`src/sv/assert_macros.svh`:
```
// Assertion macros shared by the pixel blend RTL.
// Every macro assumes a clock named clock and an active-high reset named reset.
`ifndef ASSERT_MACROS_SVH
`define ASSERT_MACROS_SVH

`define ASSERT_CLK(lbl, prop, msg) \
   lbl: assert property (@(posedge clock) disable iff (reset) prop) else $error(msg);

`define ASSERT_IMPLY(lbl, pre, post, msg) \
   `ASSERT_CLK(lbl, (pre) |-> (post), msg)

`endif

```
`src/sv/pab_pkg.sv`:
```
// Package for the pixel alpha blend block: widths, pipeline constants and item types.
// Holds the exact divide-by-channel-maximum function. Depends on nothing.
`default_nettype none

package pab_pkg;

   localparam int CHAN_BITS   = 8;
   localparam int CW          = CHAN_BITS;
   localparam int CW2         = 2 * CHAN_BITS;
   localparam int CW3         = 3 * CHAN_BITS;
   localparam int NUM_W       = CW2 + 1;
   localparam int NUM_CH      = 3;
   localparam logic [CW-1:0] CHAN_MAX = '1;

   localparam int RECIP_SHIFT = 4 * CHAN_BITS;
   localparam int RECIP_BITS  = CW3 + 1;
   localparam longint unsigned RECIP =
      (64'd1 << RECIP_SHIFT) / ((64'd1 << CHAN_BITS) - 64'd1) + 64'd1;
   localparam int PROD_W      = CW3 + RECIP_BITS;

   localparam int DIV_STEPS   = 2;
   localparam int DIV_STAGES  = CHAN_BITS / DIV_STEPS;
   localparam int PIPE_DEPTH  = 5 + DIV_STAGES;

   typedef struct packed {
      logic          req_type;
      logic [CW-1:0] base_red;
      logic [CW-1:0] base_green;
      logic [CW-1:0] base_blue;
      logic [CW-1:0] base_alpha;
      logic [CW-1:0] new_red;
      logic [CW-1:0] new_green;
      logic [CW-1:0] new_blue;
      logic [CW-1:0] new_alpha;
   } pab_req_type;

   typedef struct packed {
      logic [CW-1:0] out_red;
      logic [CW-1:0] out_green;
      logic [CW-1:0] out_blue;
      logic [CW-1:0] out_alpha;
   } pab_rsp_type;

   typedef struct packed {
      logic [NUM_W-1:0] num;
      logic [CW-1:0]    divisor;
      logic             sat;
      logic             zero;
   } pab_div_req_type;

   typedef struct packed {
      logic          mode;
      logic [CW-1:0] new_red;
      logic [CW-1:0] new_green;
      logic [CW-1:0] new_blue;
      logic [CW-1:0] new_alpha;
      logic [CW-1:0] blend_alpha;
   } pab_side_type;

   // Exact floor(x / CHAN_MAX) for any x up to CHAN_MAX cubed.
   function automatic logic [CW2-1:0] div_max(input logic [CW3-1:0] x);
      logic [PROD_W-1:0] prod;
      prod = PROD_W'(x) * PROD_W'(RECIP);
      return prod[RECIP_SHIFT +: CW2];
   endfunction

endpackage

`default_nettype wire

```
`src/sv/pab_premul.sv`:
```
// Front pipeline of the pixel blend: output alpha, weighted base term and numerators.
// Four register stages. Depends on pab_pkg.
`default_nettype none
`include "assert_macros.svh"

module pab_premul
   import pab_pkg::*;
(
   input  wire logic            clock,
   input  wire logic            reset,
   input  wire logic            in_valid,
   input  wire pab_req_type     in_data,
   output logic                 out_valid,
   output pab_div_req_type      out_req [NUM_CH],
   output pab_side_type         out_side
);

   logic [CW-1:0]  cn [NUM_CH];
   logic [CW-1:0]  cb [NUM_CH];
   pab_side_type   side_in;
   logic [CW-1:0]  inv_an;

   logic           a_vld_ff;
   logic [CW2-1:0] a_p_ff;
   logic [CW2-1:0] a_cnan_ff [NUM_CH];
   logic [CW-1:0]  a_cb_ff [NUM_CH];
   pab_side_type   a_side_ff;

   logic [CW2-1:0] alpha_q;
   logic [CW-1:0]  alpha_in;
   pab_side_type   side_b_in;
   logic           b_vld_ff;
   logic [CW3-1:0] b_cbp_ff [NUM_CH];
   logic [CW2-1:0] b_cnan_ff [NUM_CH];
   pab_side_type   b_side_ff;

   logic           c_vld_ff;
   logic [CW2-1:0] c_t_ff [NUM_CH];
   logic [CW2-1:0] c_cnan_ff [NUM_CH];
   pab_side_type   c_side_ff;

   pab_div_req_type d_req_in [NUM_CH];
   logic            d_vld_ff;
   pab_div_req_type d_req_ff [NUM_CH];
   pab_side_type    d_side_ff;

   always_comb begin
      cn[0] = in_data.new_red;
      cn[1] = in_data.new_green;
      cn[2] = in_data.new_blue;
      cb[0] = in_data.base_red;
      cb[1] = in_data.base_green;
      cb[2] = in_data.base_blue;
      inv_an = CHAN_MAX - in_data.new_alpha;
      side_in.mode        = in_data.req_type;
      side_in.new_red     = in_data.new_red;
      side_in.new_green   = in_data.new_green;
      side_in.new_blue    = in_data.new_blue;
      side_in.new_alpha   = in_data.new_alpha;
      side_in.blend_alpha = '0;
   end

   always_comb begin
      alpha_q  = div_max(CW3'(a_p_ff));
      alpha_in = a_side_ff.new_alpha + alpha_q[CW-1:0];
      side_b_in = a_side_ff;
      side_b_in.blend_alpha = alpha_in;
   end

   always_comb begin
      logic [NUM_W-1:0] num;
      for (int i = 0; i < NUM_CH; i++) begin
         num = NUM_W'(c_cnan_ff[i]) + NUM_W'(c_t_ff[i]);
         d_req_in[i].num     = num;
         d_req_in[i].divisor = c_side_ff.blend_alpha;
         d_req_in[i].sat     = (num[NUM_W-1:CW] >= (CW+1)'(c_side_ff.blend_alpha));
         d_req_in[i].zero    = (c_side_ff.blend_alpha == '0);
      end
   end

   always_ff @(posedge clock) begin
      if (reset) begin
         a_vld_ff <= 1'b0;
         b_vld_ff <= 1'b0;
         c_vld_ff <= 1'b0;
         d_vld_ff <= 1'b0;
      end else begin
         a_vld_ff <= in_valid;
         b_vld_ff <= a_vld_ff;
         c_vld_ff <= b_vld_ff;
         d_vld_ff <= c_vld_ff;
      end
   end

   always_ff @(posedge clock) begin
      a_p_ff    <= CW2'(inv_an) * CW2'(in_data.base_alpha);
      a_side_ff <= side_in;
      b_side_ff <= side_b_in;
      c_side_ff <= b_side_ff;
      d_side_ff <= c_side_ff;
      for (int i = 0; i < NUM_CH; i++) begin
         a_cnan_ff[i] <= CW2'(cn[i]) * CW2'(in_data.new_alpha);
         a_cb_ff[i]   <= cb[i];
         b_cbp_ff[i]  <= CW3'(a_cb_ff[i]) * CW3'(a_p_ff);
         b_cnan_ff[i] <= a_cnan_ff[i];
         c_t_ff[i]    <= div_max(b_cbp_ff[i]);
         c_cnan_ff[i] <= b_cnan_ff[i];
         d_req_ff[i]  <= d_req_in[i];
      end
   end

   assign out_valid = d_vld_ff;
   assign out_req   = d_req_ff;
   assign out_side  = d_side_ff;

   `ASSERT_IMPLY(a_alpha_floor, b_vld_ff, b_side_ff.blend_alpha >= b_side_ff.new_alpha, "blended alpha below new alpha")

endmodule

`default_nettype wire

```
`src/sv/pab_div.sv`:
```
// Pipelined restoring divider for one color lane, two quotient bits per stage.
// Applies the zero-alpha and saturation overrides. Depends on pab_pkg.
`default_nettype none
`include "assert_macros.svh"

module pab_div
   import pab_pkg::*;
(
   input  wire logic             clock,
   input  wire logic             reset,
   input  wire logic             in_valid,
   input  wire pab_div_req_type  in_req,
   output logic                  out_valid,
   output logic [CW-1:0]         out_value
);

   localparam int LAST = DIV_STAGES - 1;

   logic          vld_ff  [DIV_STAGES];
   logic [CW:0]   rem_ff  [DIV_STAGES];
   logic [CW-1:0] work_ff [DIV_STAGES];
   logic [CW-1:0] dvs_ff  [DIV_STAGES];
   logic          sat_ff  [DIV_STAGES];
   logic          zero_ff [DIV_STAGES];
   logic [CW:0]   rem_in  [DIV_STAGES];
   logic [CW-1:0] work_in [DIV_STAGES];

   for (genvar s = 0; s < DIV_STAGES; s++) begin : g_stage
      logic          vld_src;
      logic [CW:0]   rem_src;
      logic [CW-1:0] work_src;
      logic [CW-1:0] dvs_src;
      logic          sat_src;
      logic          zero_src;

      if (s == 0) begin : g_first
         assign vld_src  = in_valid;
         assign rem_src  = in_req.num[NUM_W-1:CW];
         assign work_src = in_req.num[CW-1:0];
         assign dvs_src  = in_req.divisor;
         assign sat_src  = in_req.sat;
         assign zero_src = in_req.zero;
      end else begin : g_next
         assign vld_src  = vld_ff[s-1];
         assign rem_src  = rem_ff[s-1];
         assign work_src = work_ff[s-1];
         assign dvs_src  = dvs_ff[s-1];
         assign sat_src  = sat_ff[s-1];
         assign zero_src = zero_ff[s-1];
      end

      always_comb begin
         logic [CW:0]   trial;
         logic [CW:0]   rem_t;
         logic [CW-1:0] work_t;
         rem_t  = rem_src;
         work_t = work_src;
         for (int j = 0; j < DIV_STEPS; j++) begin
            trial = {rem_t[CW-1:0], work_t[CW-1]};
            if (trial >= {1'b0, dvs_src}) begin
               rem_t  = trial - {1'b0, dvs_src};
               work_t = {work_t[CW-2:0], 1'b1};
            end else begin
               rem_t  = trial;
               work_t = {work_t[CW-2:0], 1'b0};
            end
         end
         rem_in[s]  = rem_t;
         work_in[s] = work_t;
      end

      always_ff @(posedge clock) begin
         if (reset) begin
            vld_ff[s] <= 1'b0;
         end else begin
            vld_ff[s] <= vld_src;
         end
      end

      always_ff @(posedge clock) begin
         rem_ff[s]  <= rem_in[s];
         work_ff[s] <= work_in[s];
         dvs_ff[s]  <= dvs_src;
         sat_ff[s]  <= sat_src;
         zero_ff[s] <= zero_src;
      end
   end

   always_comb begin
      if (zero_ff[LAST]) begin
         out_value = '0;
      end else if (sat_ff[LAST]) begin
         out_value = CHAN_MAX;
      end else begin
         out_value = work_ff[LAST];
      end
   end

   assign out_valid = vld_ff[LAST];

   `ASSERT_IMPLY(a_rem_bound, vld_ff[LAST] && !sat_ff[LAST] && !zero_ff[LAST], rem_ff[LAST] < {1'b0, dvs_ff[LAST]}, "divider remainder not below divisor")

endmodule

`default_nettype wire

```
`src/sv/pixel_alpha_blend.sv`:
```
// Each accepted item strobes its result on rsp_valid, in the order the items were accepted.
// Throughput: one item per cycle; busy is low whenever reset is low.
// The depth is set by four front stages (multiply and divide-by-maximum), four divider
// stages at two quotient bits each, and the output register.
// Synchronous reset clears all valid bits; no result is lost or repeated afterwards.
`default_nettype none
`include "assert_macros.svh"

module pixel_alpha_blend
   import pab_pkg::*;
(
   input  wire logic          clock,
   input  wire logic          reset,
   input  wire logic          start,
   output logic               busy,
   input  wire pab_req_type   req_data,
   output logic               rsp_valid,
   output pab_rsp_type        rsp_data
);

   logic            pre_valid;
   pab_div_req_type pre_req [NUM_CH];
   pab_side_type    pre_side;

   logic            lane_valid [NUM_CH];
   logic [CW-1:0]   lane_value [NUM_CH];

   pab_side_type    side_ff [DIV_STAGES];
   logic            rsp_valid_in;
   pab_rsp_type     rsp_data_in;
   logic            rsp_valid_ff;
   pab_rsp_type     rsp_data_ff;

   assign busy = reset;

   pab_premul u_premul (
      .clock     (clock),
      .reset     (reset),
      .in_valid  (start && !busy),
      .in_data   (req_data),
      .out_valid (pre_valid),
      .out_req   (pre_req),
      .out_side  (pre_side)
   );

   for (genvar i = 0; i < NUM_CH; i++) begin : g_lane
      pab_div u_div (
         .clock     (clock),
         .reset     (reset),
         .in_valid  (pre_valid),
         .in_req    (pre_req[i]),
         .out_valid (lane_valid[i]),
         .out_value (lane_value[i])
      );
   end

   always_ff @(posedge clock) begin
      side_ff[0] <= pre_side;
      for (int s = 1; s < DIV_STAGES; s++) begin
         side_ff[s] <= side_ff[s-1];
      end
   end

   always_comb begin
      rsp_valid_in = lane_valid[0] && lane_valid[1] && lane_valid[2];
      if (side_ff[DIV_STAGES-1].mode) begin
         rsp_data_in.out_red   = lane_value[0];
         rsp_data_in.out_green = lane_value[1];
         rsp_data_in.out_blue  = lane_value[2];
         rsp_data_in.out_alpha = side_ff[DIV_STAGES-1].blend_alpha;
      end else begin
         rsp_data_in.out_red   = side_ff[DIV_STAGES-1].new_red;
         rsp_data_in.out_green = side_ff[DIV_STAGES-1].new_green;
         rsp_data_in.out_blue  = side_ff[DIV_STAGES-1].new_blue;
         rsp_data_in.out_alpha = side_ff[DIV_STAGES-1].new_alpha;
      end
   end

   always_ff @(posedge clock) begin
      if (reset) begin
         rsp_valid_ff <= 1'b0;
      end else begin
         rsp_valid_ff <= rsp_valid_in;
      end
   end

   always_ff @(posedge clock) begin
      rsp_data_ff <= rsp_data_in;
   end

   assign rsp_valid = rsp_valid_ff;
   assign rsp_data  = rsp_data_ff;

   `ASSERT_CLK(a_item_returns, (start && !busy) |-> ##PIPE_DEPTH rsp_valid, "accepted item gave no result")
   `ASSERT_IMPLY(a_no_spurious, rsp_valid, $past(start && !busy, PIPE_DEPTH), "result without accepted item")

endmodule

`default_nettype wire
```
`config.mk`:
```
export PLATFORM = sky130hd
export DESIGN_NAME = pixel_alpha_blend
export DESIGN_NICKNAME = d
export VERILOG_FILES = /design/src/sv/pab_pkg.sv /design/src/sv/pab_premul.sv /design/src/sv/pab_div.sv /design/src/sv/pixel_alpha_blend.sv
export VERILOG_INCLUDE_DIRS = /design/src /design/src/sv
export SDC_FILE = /design/constraint.sdc
export NUM_CORES = 2
export LEC_CHECK = 0
export BUFFER_PORTS_ARGS = -buffer_cell sky130_fd_sc_hd__buf_2
export CORE_ASPECT_RATIO = 1.25
export CORE_MARGIN = 2
export CORE_UTILIZATION = 30
export DETAILED_ROUTE_END_ITERATION = 10
export PLACE_DENSITY = 0.46
export SLEW_MARGIN = 5
export SYNTH_ARGS = -nofsm -noshare
export SYNTH_HDL_FRONTEND = slang
export SYNTH_SLANG_ARGS = --single-unit
export TNS_END_PERCENT = 1
```
`constraint.sdc`:
```
create_clock -name clock -period 5.57 [get_ports clock]
set_input_delay 0.557 -clock clock [delete_from_list [all_inputs] [get_ports clock]]
set_output_delay 0.557 -clock clock [all_outputs]
set_load 0.02 [all_outputs]
```
==> results.sh <==
export IMPL_cp_arrival_ns=5.83
export IMPL_die_area_mm2=0.210
export IMPL_drc=0
export IMPL_fillers=20800
export IMPL_synthAdderAreaFrac_pct=38.1
export IMPL_port_buffer_count=101
export IMPL_fp_row_count=186
export IMPL_seq_area_frac_synth_pct=29.2
export IMPL_synthMuxAreaShare_pct=3.03
export IMPL_place_hpwl_mm=125
export IMPL_cts_setup_buffers=0
export IMPL_synthXorXnorAreaFrac_pct=3.44
export IMPL_synth_ff_type="dfxtp_1"
export IMPL_wire_per_inst_um=16.4
export IMPL_hold_depth=2
export IMPL_cts_tree="done"
export IMPL_grt_max_degree=33
export IMPL_worstSetupPathType="register to register"
export IMPL_die_w_um=410
export IMPL_cpLargestDelayFamily="compound AO/OA/AOI/OAI gates"
export IMPL_viasPerCell=4.46
export IMPL_drive_gt1_share_pct=8.71
export IMPL_worst_r2r_cell_count=25
export IMPL_ant_nets=0
export IMPL_crit_required_ns=6.17
export IMPL_rsz0062_at_grt="true"
export IMPL_crit_buf_inv=2
export IMPL_yosys_warnings=0
export IMPL_die_h_um=512
export IMPL_htree_num_levels=3
export IMPL_gp_congestion=0.834
export IMPL_worst_hold_slack_ns=0.0678
export IMPL_nets=8087
export IMPL_synth_most_common_cell="ha_1"
export IMPL_areaGrowthSynthToFinish_pct=13.3
export IMPL_grt_overflow=0
export IMPL_worst_path_largest_cell_delay_ns=0.48
export IMPL_drt_pass1_iter_count=6
export IMPL_synth_area_leaders="dfxtp_1 29%, ha_1 23%, fa_1 15%"
export IMPL_synth_compound_area_share_pct=7.75
export IMPL_grt_pass1_vias=43400
export IMPL_fin_skew_ns=0.0564
export IMPL_tightest_slew_ns=0.990
export IMPL_startpoint_type="register"
export IMPL_syn_instance_count=6188
export IMPL_fin_crit_sh_pct=93.9
export IMPL_numCtsBuffers=97
export IMPL_hold_viol_final=0
export IMPL_insertion_delay_ns=0.72
export IMPL_cap_viol_max_count=0
export IMPL_root_buffer="clkbuf_16"
export IMPL_yosysTopAreaCell="dfxtp_1"
export IMPL_grt_usage_pct=14.6
export IMPL_synthArstFlopShare_pct=0
export IMPL_endpoint_kind="register"
export IMPL_routed_wl_mm=151
export IMPL_start_util_pct=30.2
export IMPL_hp_class="input pin to register"
export IMPL_slew_headroom_pct=33.9
export IMPL_cts_sinks=901
export IMPL_crit_fanout=4
export IMPL_outcome="completed"
export IMPL_fmax_ghz=0.191
export IMPL_yosys_top_cells_count="1,131 x ha_1, 979 x inv_1, 901 x dfxtp_1"
export IMPL_synth_top_area_share_pct=29.2
export IMPL_crit_slowest_cell="fa_1"
export IMPL_synth_edf_count=0
export IMPL_yosys_area_share_simple_pct=11.8
export IMPL_num_vias=41200
export IMPL_synth_top_family_by_area="adder cells"
export IMPL_final_min_clock_period_ns=5.23
export IMPL_syn_nets=7857
export IMPL_antenna_found_initial=10
export IMPL_finalMaxSlewViolations=0
export IMPL_io_pin_count=102
export IMPL_synth_distinct_cells=77
export IMPL_synth_area_mm2=0.0618
export IMPL_synth_seq_cells=901
export IMPL_worstSetupPathDepth=25
export IMPL_grt_pass1_wl_mm=240
export IMPL_cp_common_cell="ha_1"
export IMPL_setup_viol=0
export IMPL_coreArea_mm2=0.205
export IMPL_drt_iter0_markers=1328
export IMPL_clkTransAtPathRegs_ns=0.06
export IMPL_clockBufferDepth=3
export IMPL_synth_avg_cell_area_um2=9.99
==> per-layer routing <==
layer | global-route usage, % | up-vias | wire length (um)
li1 | - | 20700 | -
met3 | 1.60 | 185 | 3600
met4 | 4.20 | 2 | 4240
met2 | 27.6 | 450 | 79100
met1 | 17.1 | 19800 | 64400
met5 | 0 | - | 13
==> cells by family (layout without fill, tap and decap cells) <==
kind of cell    after synthesis  count (layout)
compound gates              751             751
xor+xnor                    243             243
fa+ha+maj                  1601            1601
buf+inv                    1092            1404
flops                       901             901
mux                         164             164
other cells                   0              11
simple gates               1436            1436
==> worst register-to-register path: stages (launching register included) <==
cell and delay [ns]:
dfxtp_1 0.44, ha_1 0.19, inv_1 0.05, fa_1 0.48, inv_1 0.06, ha_1 0.29
ha_1 0.30, ha_1 0.21, a21o_1 0.17, a21oi_1 0.15, o22ai_1 0.09, a211o_1 0.28
a31oi_1 0.15, o21ai_0 0.20, and2_1 0.24, o21a_1 0.19, nor2_2 0.16, ha_1 0.25
a21o_1 0.16, a21oi_1 0.22, o21bai_1 0.09, a21oi_1 0.23, o21bai_1 0.09, a21oi_1 0.19
xnor2_1 0.16, xnor2_1 0.09
==> timing repair <==
action / in CTS / in global routing
setup endpoints to repair: 0 / 22
endpoints found under the hold margin: 27 / 0
resized for setup: 0 / 5
hold buffers: 27 / 0
==> area by class of cell <==
class                   instances  area [um^2]  share of cell area [%]
multi-input cells            4195        39700                    56.6
clock buffers                 129         2780                    3.97
inverters                     979         3670                    5.25
well taps                    2726         3410                    4.87
repair buffers                244         1670                    2.39
clock inverters                52          791                    1.13
diodes                         11         27.5                  0.0393
flip-flops and latches        901        18000                    25.8
==> metrics by stage <==
step	cells	util [%]	cell area, um^2	setup slack [ns]	TNS (ns)
after floorplan	6188	-	61800	0.580	0
after global placement	9018	32.3	66200	0.333	0
after detailed placement	9018	32.3	66200	0.246	0
after CTS	9226	34.1	70000	0.251	0
after global routing	9231	34.2	70000	-0.0651	-0.365
final	9237	34.2	70000	0.339	0
==> path summary, 6_finish.rpt <==
kind	startpoint	endpoint	slack (ns)
setup / recovery	u_premul.a_p_ff[15]	u_premul.b_side_ff[7]	0.34
hold / removal	start	u_premul.a_vld_ff	0.07
setup reg to reg	u_premul.a_p_ff[15]	u_premul.b_side_ff[7]	0.34
hold reg to reg	g_lane[2].u_div.work_ff[2][3]	g_lane[2].u_div.work_ff[3][5]	0.29
==> placed cells by master, fill, tap and decap left out, types with 27 or more instances in the layout <==
master	count
xnor2_1	178
fa_1	470
buf_2	101
nand2b_1	72
nor2b_1	103
o21a_1	34
dfxtp_1	901
a21oi_1	197
nor2_1	276
xor2_1	65
clkbuf_16	97
a21o_1	83
nor3_1	43
o21ai_0	186
dlygate4sd3_1	27
and3_1	44
nand2_1	374
nand4_1	43
mux2_2	131
a21boi_0	39
and2_1	366
ha_1	1131
nand3_1	61
buf_4	114
inv_1	979
==> registers in the layout, indices dropped and copies added (netlist names), 41 cells and up <==
| signal | flops |
|---|---|
| u_premul.b_cnan_ff | 48 |
| u_premul.c_t_ff | 48 |
| g_lane.u_div.work_ff | 96 |
| u_premul.c_side_ff | 41 |
| g_lane.u_div.rem_ff | 72 |
| u_premul.b_side_ff | 41 |
| u_premul.out_side | 41 |
| u_premul.out_req | 52 |
| u_premul.a_cnan_ff | 48 |
| u_premul.c_cnan_ff | 48 |
| u_premul.b_cbp_ff | 72 |
| side_ff | 143 |
Power is left out: the tool's default activity adds up to more than one toggle a clock period on the data nets, which glitch-free logic cannot reach.
